===== config.mk =====
export PLATFORM = sky130hd
export DESIGN_NAME = line_rasterizer_serpentine_matrix
export DESIGN_NICKNAME = d
export VERILOG_FILES = /design/src/rtl/lrs_pkg.sv /design/src/rtl/lrs_cfg.sv /design/src/rtl/lrs_ctrl.sv /design/src/rtl/lrs_dp.sv /design/src/rtl/line_rasterizer_serpentine_matrix.sv
export SDC_FILE = /design/constraint.sdc
export NUM_CORES = 1
export LEC_CHECK = 0
export ABC_AREA = 1
export BUFFER_PORTS_ARGS = -buffer_cell sky130_fd_sc_hd__buf_2
export CORE_ASPECT_RATIO = 1.1
export CORE_MARGIN = 2
export CORE_UTILIZATION = 55
export CTS_BUF_LIST = sky130_fd_sc_hd__clkbuf_16
export DETAILED_ROUTE_END_ITERATION = 16
export HOLD_SLACK_MARGIN = 0.12
export PLACE_DENSITY = 0.75
export RECOVER_POWER = 25
export SETUP_SLACK_MARGIN = 0.5
export SYNTH_ARGS = -nofsm -noshare
export SYNTH_HDL_FRONTEND = slang
export SYNTH_SLANG_ARGS = --single-unit

===== constraint.sdc =====
create_clock -name clk -period 9.37 [get_ports clk]
set_clock_uncertainty 0.15 [all_clocks]
set_input_delay 1.4055 -clock clk [delete_from_list [all_inputs] [get_ports clk]]
set_output_delay 1.4055 -clock clk [all_outputs]
set_load 0.1 [all_outputs]

===== src/rtl/lrs_pkg.sv =====
// ----------------------------------------------------------------------------
// lrs_pkg
// Shared types and constants of the serpentine matrix line rasterizer.
// ----------------------------------------------------------------------------
package lrs_pkg;

    localparam int IN_W       = 10;
    localparam int COLOR_W    = 8;
    localparam int IDX_W      = 10;
    localparam int GRB_W      = 24;
    localparam int GRID_W     = 6;
    localparam int ERR_W      = 14;
    localparam int CFG_ADDR_W = 3;
    localparam int CFG_DATA_W = 32;
    localparam int REG_IDX_W  = 1;

    localparam logic [REG_IDX_W-1:0] REG_GRID_WIDTH  = 1'd0;
    localparam logic [REG_IDX_W-1:0] REG_GRID_LENGTH = 1'd1;

    localparam logic [GRID_W-1:0] GRID_WIDTH_RESET  = 6'd8;
    localparam logic [GRID_W-1:0] GRID_LENGTH_RESET = 6'd8;

    typedef struct packed {
        logic load;
        logic swap;
        logic order;
        logic init;
        logic step;
    } dp_cmd_t;

    typedef struct packed {
        logic last;
        logic out_free;
    } dp_status_t;

endpackage


===== src/rtl/lrs_cfg.sv =====
// ----------------------------------------------------------------------------
// lrs_cfg
// Register file for the grid size, written and read over the APB port.
// ----------------------------------------------------------------------------
module lrs_cfg
(
    input  logic                             clk,
    input  logic                             rst_n,
    input  logic                             psel,
    input  logic                             penable,
    input  logic                             pwrite,
    input  logic [lrs_pkg::CFG_ADDR_W-1:0]   paddr,
    input  logic [lrs_pkg::CFG_DATA_W-1:0]   pwdata,
    output logic [lrs_pkg::CFG_DATA_W-1:0]   prdata,
    output logic                             pready,
    output logic [lrs_pkg::GRID_W-1:0]       grid_width,
    output logic [lrs_pkg::GRID_W-1:0]       grid_length
);
    import lrs_pkg::*;

    logic [GRID_W-1:0]    width_reg;
    logic [GRID_W-1:0]    width_next;
    logic [GRID_W-1:0]    length_reg;
    logic [GRID_W-1:0]    length_next;
    logic [REG_IDX_W-1:0] reg_idx;
    logic                 wr_en;

    assign pready  = 1'b1;
    assign reg_idx = paddr[CFG_ADDR_W-1:2];
    assign wr_en   = psel && penable && pwrite;

    always_comb
    begin
        width_next  = width_reg;
        length_next = length_reg;
        if (wr_en)
        begin
            unique case (reg_idx)
                REG_GRID_WIDTH:  width_next  = pwdata[GRID_W-1:0];
                REG_GRID_LENGTH: length_next = pwdata[GRID_W-1:0];
                default:         ;
            endcase
        end
    end

    always_comb
    begin
        unique case (reg_idx)
            REG_GRID_WIDTH:  prdata = CFG_DATA_W'(width_reg);
            REG_GRID_LENGTH: prdata = CFG_DATA_W'(length_reg);
            default:         prdata = '0;
        endcase
    end

    always_ff @(posedge clk or negedge rst_n)
    begin
        if (!rst_n)
        begin
            width_reg  <= GRID_WIDTH_RESET;
            length_reg <= GRID_LENGTH_RESET;
        end
        else
        begin
            width_reg  <= width_next;
            length_reg <= length_next;
        end
    end

    assign grid_width  = width_reg;
    assign grid_length = length_reg;

endmodule


===== src/rtl/lrs_ctrl.sv =====
// ----------------------------------------------------------------------------
// lrs_ctrl
// Sequencer: takes a line command, runs the setup steps, then steps pixels.
// ----------------------------------------------------------------------------
module lrs_ctrl
(
    input  logic                  clk,
    input  logic                  rst_n,
    input  logic                  in_valid,
    output logic                  in_stall,
    input  lrs_pkg::dp_status_t   status,
    output lrs_pkg::dp_cmd_t      cmd
);
    import lrs_pkg::*;

    typedef enum logic [2:0] {
        ST_IDLE,
        ST_SWAP,
        ST_ORDER,
        ST_INIT,
        ST_RUN
    } state_t;

    state_t state_reg;
    state_t state_next;
    logic   accept;

    assign in_stall = (state_reg != ST_IDLE);
    assign accept   = in_valid && (state_reg == ST_IDLE);

    always_comb
    begin
        cmd        = '0;
        state_next = state_reg;
        unique case (state_reg)
            ST_IDLE:
            begin
                cmd.load = accept;
                if (accept)
                begin
                    state_next = ST_SWAP;
                end
            end
            ST_SWAP:
            begin
                cmd.swap   = 1'b1;
                state_next = ST_ORDER;
            end
            ST_ORDER:
            begin
                cmd.order  = 1'b1;
                state_next = ST_INIT;
            end
            ST_INIT:
            begin
                cmd.init   = 1'b1;
                state_next = ST_RUN;
            end
            ST_RUN:
            begin
                cmd.step = status.out_free;
                if (status.out_free && status.last)
                begin
                    state_next = ST_IDLE;
                end
            end
            default:
            begin
                state_next = ST_IDLE;
            end
        endcase
    end

    always_ff @(posedge clk or negedge rst_n)
    begin
        if (!rst_n)
        begin
            state_reg <= ST_IDLE;
        end
        else
        begin
            state_reg <= state_next;
        end
    end

    a_accept_starts_setup: assert property (@(posedge clk) disable iff (!rst_n)
        accept |=> state_reg == ST_SWAP)
        else $error("line transfer did not start setup");

    a_run_holds_on_stall: assert property (@(posedge clk) disable iff (!rst_n)
        (state_reg == ST_RUN && !status.out_free) |=> state_reg == ST_RUN)
        else $error("pixel loop left while output blocked");

endmodule


===== src/rtl/lrs_dp.sv =====
// ----------------------------------------------------------------------------
// lrs_dp
// Datapath: endpoint setup, Bresenham stepping, grid clip, serpentine index
// and the output register.
// ----------------------------------------------------------------------------
module lrs_dp
#(
    parameter int MAX_SIDE        = 32,
    parameter int COORD_FRAC_BITS = 4
)
(
    input  logic                                clk,
    input  logic                                rst_n,
    input  lrs_pkg::dp_cmd_t                    cmd,
    output lrs_pkg::dp_status_t                 status,
    input  logic [lrs_pkg::GRID_W-1:0]          grid_width,
    input  logic [lrs_pkg::GRID_W-1:0]          grid_length,
    input  logic signed [lrs_pkg::IN_W-1:0]     start_x,
    input  logic signed [lrs_pkg::IN_W-1:0]     start_y,
    input  logic signed [lrs_pkg::IN_W-1:0]     end_x,
    input  logic signed [lrs_pkg::IN_W-1:0]     end_y,
    input  logic [lrs_pkg::COLOR_W-1:0]         red,
    input  logic [lrs_pkg::COLOR_W-1:0]         green,
    input  logic [lrs_pkg::COLOR_W-1:0]         blue,
    input  logic                                out_stall,
    output logic                                out_valid,
    output logic [lrs_pkg::IDX_W-1:0]           led_index,
    output logic [lrs_pkg::GRB_W-1:0]           grb_word,
    output logic                                pixel_written,
    output logic                                last_pixel
);
    import lrs_pkg::*;

    localparam int CW    = IN_W + 1;
    localparam int DW    = CW + 1;
    localparam int MAJ_W = CW - COORD_FRAC_BITS + 1;
    localparam int CNT_W = $clog2(2 * MAX_SIDE);
    localparam int CMP_W = 16;
    localparam logic signed [CW-1:0] HALF      = CW'(2 ** (COORD_FRAC_BITS - 1));
    localparam logic [CNT_W-1:0]     STEP_CAP  = CNT_W'(2 * MAX_SIDE - 1);

    function automatic logic signed [MAJ_W-1:0] trunc_zero(input logic signed [CW-1:0] v);
        logic signed [CW-1:0] q;
        logic                 adj;
        q   = v >>> COORD_FRAC_BITS;
        adj = v[CW-1] && (v[COORD_FRAC_BITS-1:0] != '0);
        return MAJ_W'(q) + MAJ_W'(adj);
    endfunction

    // endpoint registers, major/minor after the swap step
    logic signed [CW-1:0]    a_maj_reg, a_maj_next;
    logic signed [CW-1:0]    a_min_reg, a_min_next;
    logic signed [CW-1:0]    b_maj_reg, b_maj_next;
    logic signed [CW-1:0]    b_min_reg, b_min_next;
    logic [GRB_W-1:0]        grb_reg, grb_next;
    logic                    steep_reg, steep_next;
    logic                    yup_reg, yup_next;
    logic signed [ERR_W-1:0] dx2_reg, dx2_next;
    logic signed [ERR_W-1:0] dy2_reg, dy2_next;
    logic signed [ERR_W-1:0] err_reg, err_next;
    logic signed [MAJ_W-1:0] major_reg, major_next;
    logic signed [MAJ_W-1:0] minor_reg, minor_next;
    logic signed [MAJ_W-1:0] end_reg, end_next;
    logic [CNT_W-1:0]        count_reg, count_next;
    logic [IDX_W-1:0]        base_reg, base_next;

    logic                    out_valid_reg, out_valid_next;
    logic [IDX_W-1:0]        led_index_reg, led_index_next;
    logic [GRB_W-1:0]        grb_word_reg, grb_word_next;
    logic                    written_reg, written_next;
    logic                    last_reg, last_next;

    logic signed [DW-1:0]    d_maj, d_min, abs_maj, abs_min;
    logic signed [ERR_W-1:0] err_sub;
    logic [2*GRID_W-1:0]     area;
    logic signed [MAJ_W-1:0] px, py;
    logic signed [CMP_W-1:0] px_c, py_c, w_hi, w_lo, l_hi, l_lo;
    logic                    in_grid;
    logic [IDX_W-1:0]        x10, y10, w10;
    logic [2*IDX_W-1:0]      xw_full;
    logic [IDX_W-1:0]        pix_index;
    logic                    last_step;

    assign last_step       = (major_reg == end_reg) || (count_reg == STEP_CAP);
    assign status.last     = last_step;
    assign status.out_free = !out_valid_reg || !out_stall;

    // pixel position, clip test and serpentine index
    always_comb
    begin
        px      = steep_reg ? minor_reg : major_reg;
        py      = steep_reg ? major_reg : minor_reg;
        px_c    = CMP_W'(px);
        py_c    = CMP_W'(py);
        w_hi    = CMP_W'(grid_width >> 1);
        w_lo    = CMP_W'(1) - w_hi;
        l_hi    = CMP_W'(grid_length >> 1);
        l_lo    = CMP_W'(1) - l_hi;
        in_grid = (py_c <= w_hi) && (py_c >= w_lo) && (px_c <= l_hi) && (px_c >= l_lo);
        x10     = IDX_W'(px);
        y10     = IDX_W'(py);
        w10     = IDX_W'(grid_width);
        xw_full = x10 * w10;
        if (px[0])
        begin
            pix_index = base_reg + xw_full[IDX_W-1:0] - y10 + IDX_W'(1);
        end
        else
        begin
            pix_index = base_reg + xw_full[IDX_W-1:0] + y10;
        end
    end

    always_comb
    begin
        a_maj_next = a_maj_reg;
        a_min_next = a_min_reg;
        b_maj_next = b_maj_reg;
        b_min_next = b_min_reg;
        grb_next   = grb_reg;
        steep_next = steep_reg;
        yup_next   = yup_reg;
        dx2_next   = dx2_reg;
        dy2_next   = dy2_reg;
        err_next   = err_reg;
        major_next = major_reg;
        minor_next = minor_reg;
        end_next   = end_reg;
        count_next = count_reg;
        base_next  = base_reg;

        d_maj   = DW'(b_maj_reg) - DW'(a_maj_reg);
        d_min   = DW'(b_min_reg) - DW'(a_min_reg);
        abs_maj = d_maj[DW-1] ? -d_maj : d_maj;
        abs_min = d_min[DW-1] ? -d_min : d_min;
        err_sub = err_reg - dy2_reg;
        area    = grid_width * grid_length;

        if (cmd.load)
        begin
            a_maj_next = CW'(start_x) + HALF;
            a_min_next = CW'(start_y) + HALF;
            b_maj_next = CW'(end_x) + HALF;
            b_min_next = CW'(end_y) + HALF;
            grb_next   = {green, red, blue};
        end

        // steep line: minor span beats major span, exchange the axes
        if (cmd.swap)
        begin
            steep_next = abs_min > abs_maj;
            if (abs_min > abs_maj)
            begin
                a_maj_next = a_min_reg;
                a_min_next = a_maj_reg;
                b_maj_next = b_min_reg;
                b_min_next = b_maj_reg;
            end
        end

        if (cmd.order)
        begin
            if (a_maj_reg > b_maj_reg)
            begin
                a_maj_next = b_maj_reg;
                a_min_next = b_min_reg;
                b_maj_next = a_maj_reg;
                b_min_next = a_min_reg;
            end
        end

        if (cmd.init)
        begin
            dx2_next   = ERR_W'(d_maj) <<< 1;
            dy2_next   = ERR_W'(abs_min) <<< 1;
            err_next   = ERR_W'(d_maj);
            yup_next   = a_min_reg < b_min_reg;
            major_next = trunc_zero(a_maj_reg);
            minor_next = trunc_zero(a_min_reg);
            end_next   = trunc_zero(b_maj_reg);
            count_next = '0;
            base_next  = IDX_W'(area >> 1) - IDX_W'(grid_width >> 1) - IDX_W'(1);
        end

        if (cmd.step)
        begin
            major_next = major_reg + MAJ_W'(1);
            count_next = count_reg + CNT_W'(1);
            if (err_sub < 0)
            begin
                minor_next = minor_reg + (yup_reg ? MAJ_W'(1) : '1);
                err_next   = err_sub + dx2_reg;
            end
            else
            begin
                err_next = err_sub;
            end
        end
    end

    // output register
    always_comb
    begin
        led_index_next = led_index_reg;
        grb_word_next  = grb_word_reg;
        written_next   = written_reg;
        last_next      = last_reg;
        if (cmd.step)
        begin
            out_valid_next = 1'b1;
            led_index_next = in_grid ? pix_index : '0;
            grb_word_next  = grb_reg;
            written_next   = in_grid;
            last_next      = last_step;
        end
        else
        begin
            out_valid_next = out_valid_reg && out_stall;
        end
    end

    always_ff @(posedge clk or negedge rst_n)
    begin
        if (!rst_n)
        begin
            out_valid_reg <= 1'b0;
        end
        else
        begin
            out_valid_reg <= out_valid_next;
        end
    end

    always_ff @(posedge clk)
    begin
        a_maj_reg     <= a_maj_next;
        a_min_reg     <= a_min_next;
        b_maj_reg     <= b_maj_next;
        b_min_reg     <= b_min_next;
        grb_reg       <= grb_next;
        steep_reg     <= steep_next;
        yup_reg       <= yup_next;
        dx2_reg       <= dx2_next;
        dy2_reg       <= dy2_next;
        err_reg       <= err_next;
        major_reg     <= major_next;
        minor_reg     <= minor_next;
        end_reg       <= end_next;
        count_reg     <= count_next;
        base_reg      <= base_next;
        led_index_reg <= led_index_next;
        grb_word_reg  <= grb_word_next;
        written_reg   <= written_next;
        last_reg      <= last_next;
    end

    assign out_valid     = out_valid_reg;
    assign led_index     = led_index_reg;
    assign grb_word      = grb_word_reg;
    assign pixel_written = written_reg;
    assign last_pixel    = last_reg;

    a_major_in_span: assert property (@(posedge clk) disable iff (!rst_n)
        cmd.step |-> major_reg <= end_reg)
        else $error("major coordinate stepped past line end");

    a_clipped_index_zero: assert property (@(posedge clk) disable iff (!rst_n)
        (out_valid_reg && !written_reg) |-> led_index_reg == '0)
        else $error("clipped pixel carries an index");

    a_step_needs_room: assert property (@(posedge clk) disable iff (!rst_n)
        (cmd.step && out_valid_reg) |-> !out_stall)
        else $error("pixel overwrote a waiting transfer");

endmodule


===== src/rtl/line_rasterizer_serpentine_matrix.sv =====
// ----------------------------------------------------------------------------
// line_rasterizer_serpentine_matrix
// Bresenham line rasterizer mapping each step onto a serpentine LED matrix.
//
//   channel   direction  handshake          payload
//   in        sink       in_valid/in_stall  start_x start_y end_x end_y red green blue
//   out       source     out_valid/out_stall led_index grb_word pixel_written last_pixel
//   cfg       sink       APB                grid_width @0x0, grid_length @0x4
//
// a line runs the setup steps (capture, axis swap, endpoint order, init), then
// one pixel per cycle from the stepping unit unless stalled, n = 1 to 2*MAX_SIDE pixels
// one line in flight at a time; the next is taken once its last pixel is stepped
// output stall freezes the pixel loop; a finished pixel waits in the output register
// reset: idle, grid 8 by 8, no clearing pass
// ----------------------------------------------------------------------------
module line_rasterizer_serpentine_matrix
#(
    parameter int MAX_SIDE        = 32,
    parameter int COORD_FRAC_BITS = 4
)
(
    input  logic                                clk,
    input  logic                                rst_n,
    input  logic                                in_valid,
    output logic                                in_stall,
    input  logic signed [lrs_pkg::IN_W-1:0]     start_x,
    input  logic signed [lrs_pkg::IN_W-1:0]     start_y,
    input  logic signed [lrs_pkg::IN_W-1:0]     end_x,
    input  logic signed [lrs_pkg::IN_W-1:0]     end_y,
    input  logic [lrs_pkg::COLOR_W-1:0]         red,
    input  logic [lrs_pkg::COLOR_W-1:0]         green,
    input  logic [lrs_pkg::COLOR_W-1:0]         blue,
    output logic                                out_valid,
    input  logic                                out_stall,
    output logic [lrs_pkg::IDX_W-1:0]           led_index,
    output logic [lrs_pkg::GRB_W-1:0]           grb_word,
    output logic                                pixel_written,
    output logic                                last_pixel,
    input  logic                                psel,
    input  logic                                penable,
    input  logic                                pwrite,
    input  logic [lrs_pkg::CFG_ADDR_W-1:0]      paddr,
    input  logic [lrs_pkg::CFG_DATA_W-1:0]      pwdata,
    output logic [lrs_pkg::CFG_DATA_W-1:0]      prdata,
    output logic                                pready
);
    import lrs_pkg::*;

    dp_cmd_t           cmd;
    dp_status_t        status;
    logic [GRID_W-1:0] grid_width;
    logic [GRID_W-1:0] grid_length;

    lrs_cfg u_cfg
    (
        .clk         (clk),
        .rst_n       (rst_n),
        .psel        (psel),
        .penable     (penable),
        .pwrite      (pwrite),
        .paddr       (paddr),
        .pwdata      (pwdata),
        .prdata      (prdata),
        .pready      (pready),
        .grid_width  (grid_width),
        .grid_length (grid_length)
    );

    lrs_ctrl u_ctrl
    (
        .clk      (clk),
        .rst_n    (rst_n),
        .in_valid (in_valid),
        .in_stall (in_stall),
        .status   (status),
        .cmd      (cmd)
    );

    lrs_dp
    #(
        .MAX_SIDE        (MAX_SIDE),
        .COORD_FRAC_BITS (COORD_FRAC_BITS)
    )
    u_dp
    (
        .clk           (clk),
        .rst_n         (rst_n),
        .cmd           (cmd),
        .status        (status),
        .grid_width    (grid_width),
        .grid_length   (grid_length),
        .start_x       (start_x),
        .start_y       (start_y),
        .end_x         (end_x),
        .end_y         (end_y),
        .red           (red),
        .green         (green),
        .blue          (blue),
        .out_stall     (out_stall),
        .out_valid     (out_valid),
        .led_index     (led_index),
        .grb_word      (grb_word),
        .pixel_written (pixel_written),
        .last_pixel    (last_pixel)
    );

endmodule

==> results of run 1 <==
cell usage in the layout (no fill, tap or decap), types with 27 or more instances in the layout:
cell / netlist / layout
ha_1: 173 / 173
conb_1: 2 / 27
nand4_1: 69 / 69
fa_1: 51 / 51
inv_1: 355 / 354
nand2_1: 603 / 603
a21oi_1: 95 / 95
o21ai_0: 130 / 129
nor2_1: 126 / 126
edfxtp_1: 131 / 131
nand3_1: 152 / 152
xnor2_1: 38 / 38
buf_2: 20 / 120
xor2_1: 67 / 67
dfxtp_1: 52 / 52
stage by stage:
stage                     utilization (%)  area, µm²
after floorplan                         -      17500
after global placement               58.2      18200
after detailed placement             58.2      18200
after CTS                            60.4      18900
after global routing                 60.4      18800
final                                60.4      18800
worst max-delay path by stage:
stage | startpoint | endpoint | slack, ns | depth (start not counted)
after CTS | u_dp.steep_reg | u_dp.led_index[9] | 2.44 | 30
after global routing | u_dp.steep_reg | u_dp.led_index[9] | 1.98 | 30
after global placement | u_dp.steep_reg | u_dp.led_index[9] | 2.53 | 29
final | u_dp.steep_reg | u_dp.led_index[9] | 2.39 | 30
after detailed placement | u_dp.steep_reg | u_dp.led_index[9] | 2.45 | 28
after floorplan | u_dp.steep_reg | u_dp.led_index[9] | 3.31 | 31
layout make-up:
class	instances	area share (%)
multi-input combinational	1670	54.3
sequential	199	28.5
inverter	363	7.24
timing repair buffer	131	3.57
tap	420	2.79
clock buffer	17	2.26
clock inverter	15	1.33
layer usage:
metal	part of all wire, %	wire, µm	up-vias
li1	-	-	7610
met1	41	18000	7179
met2	50	21600	548
met3	6.0	2610	94
met4	2.8	1210	0
met5	0	0	-
cells by family (layout without fill, tap and decap cells):
group                    Yosys count  count (layout)  share of synthesized area, %
AO/OA/AOI/OAI                    297             297                          9.42
other                              2              27                        0.0432
AND/OR/NAND/NOR                 1015            1015                          25.0
flip-flops                       199             199                          30.9
adder cells (fa/ha/maj)          224             224                          18.3
buffers and inverters            454             526                          10.8
XOR/XNOR                         107             107                          5.47
==> results.md, run 1 <==
* GRT Overall Usage at between 20% and 30%
* Share of flip-flops with an asynchronous set or reset at 8.04%
* Hold path start: u_dp.grb_reg[19]
* Die ar. at 33100 µm²
* Num CTS Buffers at 17
* Die W at around 170 µm
* Crit path max fanout at 31
* Cells after synthesis at between 2k and 2.5k
* Sequential Area at between 5000 and 6000 µm²
* Initial DRC count at ~1.2k
* Die Y at approximately 190 µm
* Top cells by area, synth: edfxtp_1 23%, nand2_1 13%, ha_1 12%, inv_1 7.7%, dfxtp_1 6.0%
* #FFs+latches synth at 199
* Crit path DAT at 7.06 ns
* Rel. slew slack at -109%
* Seq/Total Area, Yosys at a little under a third
* Placed Instances at 2783
* Multi-input combinational cell area at 10200 µm²
* Reg clk slew, reported paths at roughly 0.10 ns
* Post-cts sizing count at 0
* CP bufs+invs at 7
* CTS tree: built
* Core Footprint at between 30000 and 40000 µm²
* Clk_lat worst skew at about 0.47 ns
* Vias in the first global route at about 15k
* Post-synth cell types at 54
* Initial cell density of the core at a little under three fifths
* Dominant cell type by area after synthesis: edfxtp_1
* Total routed wirelength at between 40000 and 50000 µm
* Crit path time final at about 7.0 ns
* Vias at roughly 15k
* H-tree lvl count at 4
* # diodes at 0
* Max Clock Freq at roughly 0.14 GHz
* Total of fill cells in the finished design at 2832
* Reg2reg start: u_dp.steep_reg
* Failing checks: capacitance limit, slew limit
* Final setup vio count at 0
* Hold WS at around 0.28 ns
* I/O pin cnt at approximately 180
* Global-route met1 utilization at between 30% and 40%
* Count leader, synth: nand2_1
* Setup bufs post-CTS at 0
* Crit end category: flop
* Share of the synthesized area in the top cell type at approximately 23%
* Post-synthesis area per instance at between 7 and 8 µm²
* WL/cell at between 15 and 20 µm
* Layout area overhead at 8.37%
* Hold Buf Count CTS at 0
* Yosys warning count at 0
* Clk sink count at around 200
* DP Worst Slack at around 2.5 ns
* Top FF cell, synth: edfxtp_1
* Met2 Usage GRT at approximately 46%
* Register-to-Register Setup Slack at 2.39 ns
* Avg Vias per Cell at roughly 5.5
* Hold Crit Endpoint: u_dp.grb_word[19]
* First-pass GRT wire length at about 70000 µm
* Top Usage Layer GRT: met2
* IO buf count at between 100 and 150
* HP Class: reg -> reg
* Top cell by count, worst path: nand2_1
* Nets at around 2.7k
* Number of flops mapped to enable cells by yosys at between 100 and 150
* Final WS setup at about 2.4 ns
* Largest net degree at the start of global routing at between 60 and 70
* Setup repair after global routing missed its margin: no
* Reg-to-Reg End: u_dp.led_index[9]
* Final Wtd Congestion at 0.900
* CP top delay family: adder cells
* Finished Layout Cells at roughly 2.8k
* Pins over their slew limit at around 110
* Grt met3 use at 3.37%
* Slew @ Worst Pin at between 3 and 4 ns
* DRC Markers at 0
* Final period util at 74.5%
* Maximum clock path buffer count at 2
* Core Rows at ~70
* Setup Crit Path Kind: reg -> reg
* Worst path required time at 9.46 ns
* Synthesized area at ~17000 µm²
* ANT nets after route at 0
* Initial antenna violation count at 0
* Proportion of layout cells with a drive suffix above 1 at under 10%
* Max incr delay on CP at around 0.86 ns
* Global route overflow at 0
* Max cap viols at 2
* Cell type of the slowest stage on the worst timing path: o21ai_0
* Setup_tns at 0 ns
* Status: finished with violations
* Pre-Repair DR Iteration Count at 5
* R2R depth at 30
* Dpl hpwl at between 30000 and 40000 µm
* Post-synth top cells: 603 x nand2_1, 355 x inv_1, 173 x ha_1
* Startpoint types: flop
* Hold violation total from the final report at 0
* Clk Tree Root Cell: clkbuf_16
* Hold path depth at 0
Power of run 1 is left out: the tool's default activity adds up to more than one toggle a clock period on the data nets, which glitch-free logic cannot reach.
==> inputs of run 2 (changes only) <==
--- a/config.mk
+++ b/config.mk
@@ -5,7 +5,7 @@
 export SDC_FILE = /design/constraint.sdc
 export NUM_CORES = 1
 export LEC_CHECK = 0
-export ABC_AREA = 1
+export ABC_AREA = 0
 export BUFFER_PORTS_ARGS = -buffer_cell sky130_fd_sc_hd__buf_2
 export CORE_ASPECT_RATIO = 1.1
 export CORE_MARGIN = 2
@@ -13,7 +13,7 @@
 export CTS_BUF_LIST = sky130_fd_sc_hd__clkbuf_16
 export DETAILED_ROUTE_END_ITERATION = 16
 export HOLD_SLACK_MARGIN = 0.12
-export PLACE_DENSITY = 0.75
+export PLACE_DENSITY = 0.78
 export RECOVER_POWER = 25
 export SETUP_SLACK_MARGIN = 0.5
 export SYNTH_ARGS = -nofsm -noshare
==> constraint.sdc (replaced) <==
create_clock -name clk -period 6.14 [get_ports clk]
set_clock_uncertainty 0.15 [all_clocks]
set_input_delay 0.921 -clock clk [delete_from_list [all_inputs] [get_ports clk]]
set_output_delay 0.921 -clock clk [all_outputs]
set_load 0.1 [all_outputs]
==> results.md, run 2 <==
* Sequential Area at 5380 µm² (unchanged)
* Avg Vias per Cell at 5.77 (+5.3%)
* Yosys warning count at 0 (unchanged)
* GRT Overall Usage at 27.5% (+1.4 points)
* Maximum clock path buffer count at 2 (unchanged)
* Top FF cell, synth: edfxtp_1
* Share of the synthesized area in the top cell type at 23.5% (+0.84 points)
* DRC Markers at 0 (unchanged)
* Reg clk slew, reported paths at 0.07 ns (-0.03 ns)
* Startpoint types: flop
* Dpl hpwl at 32900 µm (+0.26%)
* ANT nets after route at 0 (unchanged)
* Commonest non-fill, non-tap cell in the layout: nand2_1
* Count leader, synth: ha_1
* Crit path DAT at 5.90 ns (-1.16 ns)
* Rel. slew slack at 4.66% (+110 points)
* Status: completed
* Initial DRC count at 889 (-28%)
* Most frequent cells in the layout: 170 x nand2_1, 164 x ha_1, 158 x inv_1
* Max incr delay on CP at 0.51 ns (-0.35 ns)
* Synthesized area at 16800 µm² (-3.6%)
* Pre-Repair DR Iteration Count at 6 (+1)
* Layout area overhead at 12.8%
* Vias at 13.8k (-11%)
* Initial antenna violation count at 0 (unchanged)
* Core Rows at 67 (-1.5%)
* Core Footprint at 30300 µm² (-3.1%)
* Clk sink count at 199 (unchanged)
* Multi-input combinational cell area at 10700 µm² (+4.4%)
* Setup Crit Path Kind: reg -> reg
* Top cells by area, synth: edfxtp_1 23%, ha_1 13%, dfxtp_1 6.2%, fa_1 6.1%, xnor2_1 5.0%
* Pins over their slew limit at 0 (-100%)
* Die ar. at 31900 µm² (-3.5%)
* Crit end category: flop
* Total routed wirelength at 42900 µm (-1.3%)
* Dominant cell type by area after synthesis: edfxtp_1
* Setup_tns at 0 ns (unchanged)
* Max cap viols at 0 (-2)
* Hold Buf Count CTS at 0 (unchanged)
* Seq/Total Area, Yosys at 32.1% (+1.1 points)
* Cell type of the slowest stage on the worst timing path: fa_1
* Initial cell density of the core at 55.4% (-0.29 points)
* Crit path time final at 5.87 ns (-1.11 ns)
* #FFs+latches synth at 199 (unchanged)
* Proportion of layout cells with a drive suffix above 1 at 15.3% (+6.3 points)
* WL/cell at 18.0 µm (+16%)
* Post-synth cell types at 89 (+65%)
* Num CTS Buffers at 17 (unchanged)
* Crit path max fanout at 6 (-81%)
* Clk_lat worst skew at 0.46 ns (about the same)
* I/O pin cnt at 177 (unchanged)
* CTS tree: built
* Setup repair after global routing missed its margin: yes
* Share of flip-flops with an asynchronous set or reset at 8.04% (unchanged)
* Final period util at 95.6% (+21 points)
* IO buf count at 121 (unchanged)
* First-pass GRT wire length at 69200 µm (-1.6%)
* Worst path required time at 6.17 ns (-3.29 ns)
* Final setup vio count at 0 (unchanged)
* HP Class: reg -> reg
* Hold violation total from the final report at 0 (unchanged)
* Largest net degree at the start of global routing at 60 (-1.6%)
* Nets at 2289 (-16%)
* Clk Tree Root Cell: clkbuf_16
* Post-synth top cells: 173 x ha_1, 172 x nand2_1, 163 x inv_1
* Final Wtd Congestion at 0.934 (+3.8%)
* Slew @ Worst Pin at 1.43 ns (-1.71 ns)
* Max Clock Freq at 0.170 GHz (+19%)
* H-tree lvl count at 4 (unchanged)
* Cells after synthesis at 1817 (-21%)
* Total of fill cells in the finished design at 2454 (-13%)
* Number of flops mapped to enable cells by yosys at 131 (unchanged)
* Die Y at 187 µm (-1.8%)
* Global route overflow at 0 (unchanged)
* Post-synthesis area per instance at 9.23 µm² (+22%)
* CP top delay family: adder cells
* Die W at 170 µm (-1.8%)
* Vias in the first global route at 13.9k (-6.7%)
* Top cell by count, worst path: fa_1
* CP bufs+invs at 6 (-1)
* # diodes at 0 (unchanged)
==> run 2: cell types whose count changed after synthesis, moves of 50 or more <==
cell     change
nand2_1    -431
xnor2_1     +57
o21ai_0     -50
nand4_1     -58
inv_1      -192
mux2i_1     +58
nand3_1    -105
==> run 2: layout make-up <==
cell class,instances,area share [%]
Sequential cell,199,28.4
Clock inverter,14,0.562
Tap cell,414,2.74
Timing Repair Buffer,185,6.09
Clock buffer,18,2.38
Multi-Input combinational cell,1387,56.4
Inverter,169,3.36
==> run 2: through the flow <==
step	setup WS [ns]	hold slack, ns	std cells	cell area [µm²]	util (%)
final	0.270	0.269	2386	18900	62.5
after global placement	0.230	0.250	2324	18000	59.4
after CTS	0.328	0.220	2376	18800	62.1
after global routing	0.0834	0.270	2386	18900	62.5
after floorplan	0.506	0.250	1842	17100	-
after detailed placement	0.186	0.255	2324	18000	59.4
==> run 2: worst paths after layout <==
check                                 start                   end  slack (ns)  cells past startpoint
setup / recovery             u_dp.steep_reg     u_dp.led_index[9]        0.27                     25
hold / removal             u_dp.grb_reg[13]     u_dp.grb_word[13]        0.27                      0
max in group asynchronous             rst_n  u_cfg.grid_length[4]        4.91                      1
min in group asynchronous             rst_n   u_cfg.grid_width[0]        0.40                      1
setup reg to reg             u_dp.steep_reg     u_dp.led_index[9]        0.27                     25
hold reg to reg            u_dp.grb_reg[13]     u_dp.grb_word[13]        0.27                      0
==> run 2: cells by family after synthesis <==
group / after synthesis / share of synthesized area (%)
multiplexers: 76 / 4.69
AO/OA/AOI/OAI: 387 / 14.9
flip-flops: 199 / 32.1
XOR/XNOR: 146 / 7.87
buffers and inverters: 256 / 6.57
adder cells (fa/ha/maj): 224 / 19.0
AND/OR/NAND/NOR: 527 / 14.9
other: 2 / 0.0448
==> run 2: what timing repair did <==
action | 4_1_cts | 5_1_grt
setup buffers | 19 | 10
setup endpoints to repair | 22 | 47
pin swaps | 21 | 7
gates resized for setup | 16 | 10
gates cloned | 1 | 0
==> run 2: worst register-to-register path, cell delays in order, from the launching register on <==
cell,delay [ns]
edfxtp_1,0.42
buf_12,0.17
buf_8,0.13
mux2i_4,0.32
inv_2,0.10
nand2_2,0.08
fa_1,0.42
fa_1,0.50
inv_1,0.05
fa_1,0.51
inv_1,0.06
fa_1,0.52
inv_2,0.05
ha_4,0.25
o21a_1,0.18
o31ai_2,0.07
nand2b_1,0.13
xor2_2,0.22
ha_4,0.25
ha_4,0.22
a21o_1,0.16
a21oi_2,0.16
a211oi_2,0.09
a211oi_2,0.23
xnor2_1,0.14
nor2_1,0.06
==> run 2: layer usage <==
layer	wire (µm)	track usage [%]	up-vias
met5	0	0	-
met4	2340	14.4	0
met3	2220	4.57	111
met2	21600	48.1	453
met1	16700	32.0	6603
li1	-	-	6612
Power of run 2 is left out for the same reason.
